--- config.mk ---
export PLATFORM = sky130hd
export DESIGN_NAME = alarm_clock_with_menu
export DESIGN_NICKNAME = d
export VERILOG_FILES = /design/src/hw/rtl/acwm_pkg.sv /design/src/hw/rtl/acwm_step.sv /design/src/hw/rtl/alarm_clock_with_menu.sv
export SDC_FILE = /design/constraint.sdc
export NUM_CORES = 1
export LEC_CHECK = 0
export ABC_CLOCK_PERIOD_IN_PS = 5220
export BUFFER_PORTS_ARGS = -buffer_cell sky130_fd_sc_hd__buf_2
export CORE_ASPECT_RATIO = 1.25
export CORE_MARGIN = 1.5
export CORE_UTILIZATION = 34
export CTS_CLUSTER_DIAMETER = 50
export DETAILED_ROUTE_END_ITERATION = 16
export GPL_TIMING_DRIVEN = 0
export SLEW_MARGIN = 20
export SYNTH_ARGS = -nofsm -noshare
export SYNTH_HDL_FRONTEND = slang
export SYNTH_SLANG_ARGS = --single-unit
--- constraint.sdc ---
create_clock -name clk -period 5.22 [get_ports clk]
set_input_delay 0.261 -clock clk [delete_from_list [all_inputs] [get_ports clk]]
set_output_delay 0.261 -clock clk [all_outputs]
set_load 0.03 [all_outputs]
--- src/hw/rtl/acwm_pkg.sv ---
`default_nettype none
package acwm_pkg;

  localparam logic [2:0] OP_TICK   = 3'd0;
  localparam logic [2:0] OP_NEXT   = 3'd1;
  localparam logic [2:0] OP_SELECT = 3'd2;
  localparam logic [2:0] OP_PREV   = 3'd3;
  localparam logic [2:0] OP_LOAD   = 3'd4;

  localparam logic [1:0] MODE_OFF     = 2'd0;
  localparam logic [1:0] MODE_ARMED   = 2'd1;
  localparam logic [1:0] MODE_RINGING = 2'd2;

  localparam logic [1:0] PAGE_CLOCK  = 2'd0;
  localparam logic [1:0] PAGE_ENTRY  = 2'd1;
  localparam logic [1:0] PAGE_RESET  = 2'd2;
  localparam logic [1:0] PAGE_EDITOR = 2'd3;

  localparam logic [1:0] ITEM_ENABLE = 2'd0;
  localparam logic [1:0] ITEM_HOUR   = 2'd1;
  localparam logic [1:0] ITEM_MINUTE = 2'd2;
  localparam logic [1:0] ITEM_BACK   = 2'd3;

  localparam logic [4:0] HOUR_MAX   = 5'd23;
  localparam logic [5:0] MINSEC_MAX = 6'd59;
  localparam logic [5:0] RING_SECS  = 6'd2;

  typedef struct packed {
    logic [2:0] opcode;
    logic [4:0] load_hour;
    logic [5:0] load_minute;
    logic [5:0] load_second;
  } evt_t;

  typedef struct packed {
    logic [4:0] hour;
    logic [5:0] minute;
    logic [5:0] second;
    logic       buzzer;
    logic [1:0] alarm_mode;
    logic [4:0] alarm_hour;
    logic [5:0] alarm_minute;
    logic [1:0] menu_page;
    logic [1:0] edit_item;
    logic       editing;
    logic       resync_request;
  } res_t;

  typedef struct packed {
    logic [5:0] sec_count;
    logic [5:0] min_count;
    logic [4:0] hour_count;
    logic [4:0] alarm_hour;
    logic [5:0] alarm_minute;
    logic [1:0] alarm_mode;
    logic       buzzer;
    logic [1:0] page;
    logic [1:0] item;
    logic       editing;
  } state_t;

endpackage
`default_nettype wire

--- src/hw/rtl/acwm_step.sv ---
`default_nettype none
module acwm_step (
  input  acwm_pkg::state_t st,
  input  acwm_pkg::evt_t   evt,
  output acwm_pkg::state_t st_next,
  output logic             wrap
);
  import acwm_pkg::*;

  logic [6:0] sec_inc;
  logic [6:0] min_inc;
  logic [5:0] hour_inc;
  logic [5:0] s;
  logic [5:0] m;
  logic [4:0] h;
  logic       up;

  always_comb begin
    st_next  = st;
    wrap     = 1'b0;
    sec_inc  = {1'b0, st.sec_count} + 7'd1;
    min_inc  = {1'b0, st.min_count};
    hour_inc = {1'b0, st.hour_count};
    s        = sec_inc[5:0];
    m        = st.min_count;
    h        = st.hour_count;
    up       = (evt.opcode == OP_NEXT);
    case (evt.opcode)
      OP_TICK: begin
        if (sec_inc >= 7'd60) begin
          s       = 6'd0;
          min_inc = {1'b0, st.min_count} + 7'd1;
        end
        m = min_inc[5:0];
        if (min_inc >= 7'd60) begin
          m        = 6'd0;
          hour_inc = {1'b0, st.hour_count} + 6'd1;
        end
        h = hour_inc[4:0];
        if (hour_inc >= 6'd24) begin
          h    = 5'd0;
          wrap = 1'b1;
        end
        st_next.sec_count  = s;
        st_next.min_count  = m;
        st_next.hour_count = h;
        if (h == st.alarm_hour && m == st.alarm_minute &&
            st.alarm_mode != MODE_OFF && s == 6'd0) begin
          st_next.buzzer     = 1'b1;
          st_next.alarm_mode = MODE_RINGING;
        end
        if (st_next.alarm_mode == MODE_RINGING && s == RING_SECS) begin
          st_next.buzzer     = 1'b0;
          st_next.alarm_mode = MODE_OFF;
        end
      end
      OP_NEXT, OP_SELECT, OP_PREV: begin
        if (st.page == PAGE_EDITOR) begin
          if (evt.opcode != OP_SELECT) begin
            if (!st.editing) begin
              st_next.item = up ? st.item + 2'd1 : st.item - 2'd1;
            end else if (st.item == ITEM_HOUR) begin
              if (up) begin
                st_next.alarm_hour = (st.alarm_hour >= HOUR_MAX) ? 5'd0
                                                                 : st.alarm_hour + 5'd1;
              end else begin
                st_next.alarm_hour = (st.alarm_hour == 5'd0) ? HOUR_MAX
                                                             : st.alarm_hour - 5'd1;
              end
            end else if (st.item == ITEM_MINUTE) begin
              if (up) begin
                st_next.alarm_minute = (st.alarm_minute >= MINSEC_MAX) ? 6'd0
                                                                       : st.alarm_minute + 6'd1;
              end else begin
                st_next.alarm_minute = (st.alarm_minute == 6'd0) ? MINSEC_MAX
                                                                 : st.alarm_minute - 6'd1;
              end
            end
          end else if (st.item == ITEM_BACK) begin
            st_next.page = PAGE_CLOCK;
          end else if (st.item == ITEM_ENABLE) begin
            if (st.alarm_mode == MODE_OFF) begin
              st_next.alarm_mode = MODE_ARMED;
            end else if (st.alarm_mode == MODE_ARMED) begin
              st_next.alarm_mode = MODE_OFF;
            end
          end else begin
            st_next.editing = ~st.editing;
          end
        end else if (evt.opcode == OP_NEXT) begin
          st_next.page = (st.page >= PAGE_RESET) ? PAGE_CLOCK : st.page + 2'd1;
        end else if (evt.opcode == OP_PREV) begin
          st_next.page = (st.page == PAGE_CLOCK) ? PAGE_RESET : st.page - 2'd1;
        end else if (st.page == PAGE_ENTRY) begin
          st_next.page = PAGE_EDITOR;
        end else if (st.page == PAGE_RESET) begin
          st_next.alarm_hour   = 5'd0;
          st_next.alarm_minute = 6'd0;
          st_next.alarm_mode   = MODE_OFF;
          st_next.buzzer       = 1'b0;
        end
      end
      OP_LOAD: begin
        st_next.hour_count = (evt.load_hour > HOUR_MAX) ? HOUR_MAX : evt.load_hour;
        st_next.min_count  = (evt.load_minute > MINSEC_MAX) ? MINSEC_MAX
                                                            : evt.load_minute;
        st_next.sec_count  = (evt.load_second > MINSEC_MAX) ? MINSEC_MAX
                                                            : evt.load_second;
      end
      default: begin
      end
    endcase
  end

endmodule
`default_nettype wire

--- src/hw/rtl/alarm_clock_with_menu.sv ---
// channel | valid     | stall     | payload
// event   | evt_valid | evt_stall | evt (acwm_pkg::evt_t)
// result  | res_valid | res_stall | res (acwm_pkg::res_t)
//
// One event per cycle sustained while res_stall is low; a result is registered
// after its event is taken (event register, state update, then result register).
// rst is synchronous: clears both valid flags and the whole clock/alarm/menu state.
// res_stall holds the result register; evt_stall rises only while the event
// register is full and the result register is full and stalled.
`default_nettype none
module alarm_clock_with_menu (
  input  logic             clk,
  input  logic             rst,
  input  logic             evt_valid,
  output logic             evt_stall,
  input  acwm_pkg::evt_t   evt,
  output logic             res_valid,
  input  logic             res_stall,
  output acwm_pkg::res_t   res
);
  import acwm_pkg::*;

  logic   held_valid;
  evt_t   held;
  state_t st;
  state_t st_next;
  logic   wrap;
  logic   adv;
  logic   res_open;

  acwm_step u_step (
    .st      (st),
    .evt     (held),
    .st_next (st_next),
    .wrap    (wrap)
  );

  assign res_open  = !res_valid || !res_stall;
  assign adv       = held_valid && res_open;
  assign evt_stall = held_valid && !res_open;

  always_ff @(posedge clk) begin
    if (rst) begin
      held_valid <= 1'b0;
      res_valid  <= 1'b0;
      st         <= '0;
    end else begin
      if (!evt_stall) begin
        held_valid <= evt_valid;
      end
      if (res_open) begin
        res_valid <= held_valid;
      end
      if (adv) begin
        st <= st_next;
      end
    end
  end

  always_ff @(posedge clk) begin
    if (!evt_stall && evt_valid) begin
      held <= evt;
    end
    if (adv) begin
      res.hour           <= st_next.hour_count;
      res.minute         <= st_next.min_count;
      res.second         <= st_next.sec_count;
      res.buzzer         <= st_next.buzzer;
      res.alarm_mode     <= st_next.alarm_mode;
      res.alarm_hour     <= st_next.alarm_hour;
      res.alarm_minute   <= st_next.alarm_minute;
      res.menu_page      <= st_next.page;
      res.edit_item      <= st_next.item;
      res.editing        <= st_next.editing;
      res.resync_request <= wrap;
    end
  end

endmodule
`default_nettype wire

==> flow_summary_export.csv, run 1 <==
group,metric,value,unit
logic_synthesis,async_reset_ff_frac,0,
grt,overflow,0,
placed_design,portBuffers,61,
layout,n_antenna_cell,0,
logic_synthesis,syn_inst,664,
hold_path,hp-class,"input pin to flop",
power_and_ir_drop,power_switching,463,uW
power_and_ir_drop,power_density,251,nW/um2
power_and_ir_drop,internal-power,1220,uW
clock_network,clk_latency,0.36,ns
power_and_ir_drop,switching_share,0.275,
outcome,status,"completed",
grt,grt_max_degree,26,
grt,antenna_found_initial,0,
clock_network,cts_num_sinks,95,
route,ant_nets,0,
critical_path,cp_max_fo,10,
timing,max_freq,215,MHz
die,initial_core_util,0.347,
logic_synthesis,ys_warn_count,0,
layout,multi_input_comb_area,3100,um2
power_and_ir_drop,comb_power_share,0.133,
grt,grt_pass1_vias,5006,
clock_network,path_clk_slew,0.07,ns
timing,grt_setup_unrepaired,"no",
layout,final_cell_mix,"nand2_1 (89), buf_2 (66), edfxtp_1 (57), o21ai_0 (54)",
route,drtIter0Drc,431,
logic_synthesis,yosysSeqAreaShare,0.425,
placed_design,place_area,6440,um2
logic_synthesis,syn-mean-instance-area,8.77,um2
route,vias_per_cell,5.61,
clock_network,cts_buffers,9,
timing,finalCritPeriodShare,0.890,
power_and_ir_drop,peakVddDrop,106,uV
placed_design,dp.cells,947,
route,vias,5407,
timing,tns,0,ns
critical_path,critPathCaptureType,"flop",
grt,grt_use_total,0.201,
critical_path,r2r_cells,13,
timing,timing.slew.headroom,0.402,
logic_synthesis,synth_seq_cells,95,
critical_path,cp-start-kind,"flop",
logic_synthesis,synthesis.area,5820,um2
layout,nNetsFinal,780,
clock_network,cts-hold-fix-buffers,0,
timing,clock_skew,0.00726,ns
placed_design,gp_congestion,0.929,
layout,post-route-util,0.399,
route,wl,17800,um
clock_network,cts.path.max_buffers,2,
route,remaining_drc_errors,0,
die,die_h,149,um
critical_path,required,5.50,ns
power_and_ir_drop,power.leakage,0.00244,uW
clock_network,cts.htree.levels,3,
clock_network,postCtsSetupBuffers,0,
logic_synthesis,ys_types,77,
timing,finalSetupViolCount,0,
timing,tightest_slew,0.886,ns
power_and_ir_drop,p_seq_frac,0.501,
flow_run,cap_violations,0,
clock_network,cts_root_buffer,"clkbuf_16",
die,pin_count,63,
layout,drive_gt1_frac,0.136,
power_and_ir_drop,totalPowerFinal,1680,uW
die,die_area,17900,um2
route,wl_per_cell,18.4,um
logic_synthesis,synthesis.nets,706,
critical_path,worstSetupPathType,"flop to flop",
logic_synthesis,synth_area_leader_cell,"edfxtp_1",
logic_synthesis,synth_ff_type,"edfxtp_1",
logic_synthesis,synth_edf_count,57,
grt,grt_pass1_wl,27800,um
clock_network,ctsResizeCount,0,
route,drtPass1Iterations,5,
logic_synthesis,yosysTopAreaCellShare,0.294,
placed_design,dpl.hpwl,12900,um
layout,regArea,2470,um2
power_and_ir_drop,power_frac_clock,0.365,
critical_path,cp_data_arrival_time,4.92,ns
die,core_area,16800,um2
layout,final_common_cell,"nand2_1",
logic_synthesis,ys_top_cells_by_area,"edfxtp_1 (29%), dfxtp_1 (13%), nand2_1 (5.7%)",
timing,slew_viol_final,0,
die,rows,53,
layout,fillers,1724,
hold_path,hold_path_depth,1,
timing,report.final.hold_viol_count,0,
die,die_w,120,um
clock_network,cts_tree,"yes",
layout,area_growth,15.1,%
timing,period_minus_slack,4.65,ns
layout,stdcell_count,963,
layout,design_area,6700,um2
worst max-delay path, stage by stage (launching register included):
cell and delay [ns]:
dfxtp_1 0.49, ha_1 0.20, clkbuf_1 0.29, nand2_1 0.12
nor2_1 0.30, o22ai_2 0.21, or4_4 0.58, a2111oi_4 0.54
nor2_1 0.24, o21ai_1 0.42, o21ai_0 0.14, a2111oi_0 0.67
nand4_1 0.16, a31oi_1 0.19
power groups by stage:
stage	combinational [uW]	clock, uW	sequential [uW]
6_report	224	616	845
5_1_grt	243	650	847
4_1_cts	223	633	844
3_5_place_dp	221	0	860
3_3_place_gp	218	0	862
2_1_floorplan	123	0	883
area by class of cell:
type / count / area share
Tap cell: 220 / 0.0411
Inverter: 23 / 0.0129
Buffer: 41 / 0.0245
Clock buffer: 13 / 0.0359
Timing Repair Buffer: 63 / 0.0502
Sequential cell: 95 / 0.369
Clock inverter: 3 / 0.00317
Multi-Input combinational cell: 505 / 0.463
worst paths after layout:
kind	from	end	slack, ns
worst min register to register	held_valid	res_valid	0.50
worst max register to register	st[31]	st[5]	0.57
worst min-delay path	evt[0]	held[0]	0.07
worst max-delay path	st[31]	st[5]	0.57
cell families (layout without fill, tap and decap cells):
kind of cell	after synthesis	count (layout)	share of synthesized area
buf+inv	64	143	0.0428
fa+ha+maj	18	18	0.0387
flops	95	95	0.425
simple gates	259	259	0.218
mux	9	9	0.0163
compound gates	201	201	0.233
xor+xnor	18	18	0.0271
stage by stage:
stage / hold slack, ns / worst slack, ns
2_1_floorplan: 0.360 / 1.57
3_3_place_gp: 0.440 / 0.542
3_5_place_dp: 0.439 / 0.595
4_1_cts: 0.0644 / 0.605
5_1_grt: 0.0674 / 0.227
6_report: 0.0706 / 0.574
flip-flops by register name, indices dropped and copies added, names as in the netlist:
register / count
held_valid: 1
held: 20
res: 37
st: 36
res_valid: 1
routing by layer:
layer / global-route usage / part of all wire / vias to the layer above / routed length (um)
met5: 0 / 0 / - / 0
met4: 0.0756 / 0.023 / 0 / 403
met3: 0.0268 / 0.056 / 27 / 993
met2: 0.334 / 0.48 / 207 / 8480
met1: 0.267 / 0.44 / 2564 / 7890
li1: - / - / 2609 / -
cell usage after synthesis, types with 6 or more instances:
cell      number
mux2i_1        7
o31ai_1        7
nor4_1         6
and3_1        14
inv_1         22
a22o_1         7
ha_1          18
nor2_1        53
and2_1         7
xnor2_1       10
nor2b_1        6
nand2b_1      10
dfxtp_1       38
nand4_1        6
nor3_1        13
a211oi_1       6
o21ai_0       54
a21oi_1       53
nand2_1       89
xor2_1         8
o211ai_1       6
nand3_1       27
or3_1          6
edfxtp_1      57
a31oi_1        7
clkbuf_1      32
(Power assumes the default switching activity.)
==> inputs of run 2 (changes only) <==
==> constraint.sdc (replaced) <==
create_clock -name clk -period 5.22 [get_ports clk]
set_input_delay 0 -clock clk [delete_from_list [all_inputs] [get_ports clk]]
set_output_delay 0 -clock clk [all_outputs]
set_load 0.03 [all_outputs]
==> flow_summary_export.csv, run 2 (synthesis gave the netlist of run 1 again) <==
group,metric,value,unit
outcome,status,"completed",
clock_network,cts_tree,"yes",
layout,drive_gt1_frac,0.132,
clock_network,clk_latency,0.36,ns
grt,grt_use_total,0.203,
timing,slew_viol_final,0,
critical_path,cp_max_fo,10,
clock_network,cts_num_sinks,95,
timing,timing.slew.headroom,0.393,
power_and_ir_drop,power.leakage,0.00254,uW
die,die_h,149,um
grt,overflow,0,
route,remaining_drc_errors,0,
grt,grt_max_degree,26,
layout,regArea,2470,um2
timing,finalCritPeriodShare,0.891,
clock_network,ctsResizeCount,0,
clock_network,cts_root_buffer,"clkbuf_16",
layout,final_common_cell,"nand2_1",
route,vias_per_cell,5.58,
placed_design,gp_congestion,0.929,
critical_path,cp_data_arrival_time,4.93,ns
grt,grt_pass1_vias,5096,
grt,grt_pass1_wl,28100,um
flow_run,cap_violations,0,
die,rows,53,
layout,final_cell_mix,"nand2_1 (89), buf_2 (66), edfxtp_1 (57), o21ai_0 (54)",
layout,nNetsFinal,802,
timing,clock_skew,0.00794,ns
clock_network,cts_buffers,9,
timing,final.setup.worst_slack,0.567,ns
layout,top_register,"res",
clock_network,postCtsSetupBuffers,0,
route,wl_per_cell,18.2,um
die,die_area,17900,um2
placed_design,dp.cells,947,
layout,n_antenna_cell,0,
clock_network,path_clk_slew,0.06,ns
critical_path,worstSetupPathType,"flop to flop",
critical_path,required,5.50,ns
timing,report.final.hold_viol_count,0,
layout,area_growth,18.8,%
timing,tightest_slew,0.899,ns
critical_path,cp-start-kind,"flop",
layout,largest_reg_flops,37,
layout,reg.largest.list,"res (37), st (36), held (20)",
grt,antenna_found_initial,0,
layout,stdcell_count,985,
die,pin_count,63,
clock_network,cts.htree.levels,3,
clock_network,cts.path.max_buffers,2,
timing,period_minus_slack,4.65,ns
layout,fillers,1703,
route,wl,17900,um
route,drtIter0Drc,455,
critical_path,cpMostUsedCell,"nor2_1",
power_and_ir_drop,power_density,245,nW/um2
route,vias,5495,
die,core_area,16800,um2
layout,post-route-util,0.412,
critical_path,cpMaxStageDelayCell,"a2111oi_0",
timing,tns,0,ns
clock_network,cts-hold-fix-buffers,22,
die,initial_core_util,0.347,
power_and_ir_drop,peakVddDrop,106,uV
placed_design,dpl.hpwl,12900,um
timing,grt_setup_unrepaired,"no",
placed_design,portBuffers,61,
timing,finalSetupViolCount,0,
critical_path,critPathCaptureType,"flop",
route,drtPass1Iterations,5,
critical_path,max_stage_delay,0.68,ns
timing,max_freq,215,MHz
critical_path,crit_chain,"ha_1 -> clkbuf_1 -> nand2_1 -> nor2_1 -> o22ai_2 -> or4_4 -> a2111oi_4 -> nor2_1 -> o21ai_1 -> o21ai_0 -> a2111oi_0 -> nand4_1 -> a31oi_1",
route,ant_nets,0,
hold_path,hp-class,"input pin to flop",
layout,multi_input_comb_area,3100,um2
die,die_w,120,um
placed_design,place_ws,0.595,ns
## run 2: final timing paths
path / startpoint / to / slack (ns) / cells past startpoint
worst max-delay path: st[31] / st[5] / 0.57 / 13
worst min-delay path: rst / st[11] / 0.18 / 2
worst max register to register: st[31] / st[5] / 0.57 / 13
worst min register to register: held_valid / res_valid / 0.50 / 2
## run 2: area by class of cell
class / count / area share
well taps: 220 / 0.0398
repair buffers: 85 / 0.0805
clock buffers: 13 / 0.0347
clock inverters: 3 / 0.00307
multi-input cells: 505 / 0.449
flip-flops and latches: 95 / 0.357
inverters: 23 / 0.0125
plain buffers: 41 / 0.0237
## run 2: power by group
| group | leakage, uW | internal, uW | switching [uW] |
|---|---|---|---|
| logic | 0.00155 | 80.4 | 156 |
| clock network | 0.000124 | 324 | 290 |
| registers | 0.000866 | 828 | 17.0 |
| total | 0.00254 | 1230 | 463 |
## run 2: through the flow
step / power (uW) / hold WS, ns / cell area [um2]
after floorplan: 1010 / 0.0989 / 5820
after global placement: 1080 / 0.179 / 6400
after detailed placement: 1080 / 0.178 / 6440
after CTS: 1710 / 0.173 / 6920
after global routing: 1750 / 0.191 / 6920
final: 1690 / 0.180 / 6920
## run 2: routing by layer
metal,part of all wire,track usage,vias up
li1,-,-,2660
met5,0,0,-
met3,0.059,0.0264,30
met1,0.44,0.267,2601
met4,0.023,0.0756,0
met2,0.48,0.339,204
## run 2: critical path: cells and delay by family (launching register included)
kind                     cells  cell delay, ns
AO/OA/AOI/OAI                6            2.18
AND/OR/NAND/NOR              5            1.41
flip-flops                   1            0.49
buffers and inverters        1            0.29
adder cells (fa/ha/maj)      1            0.20
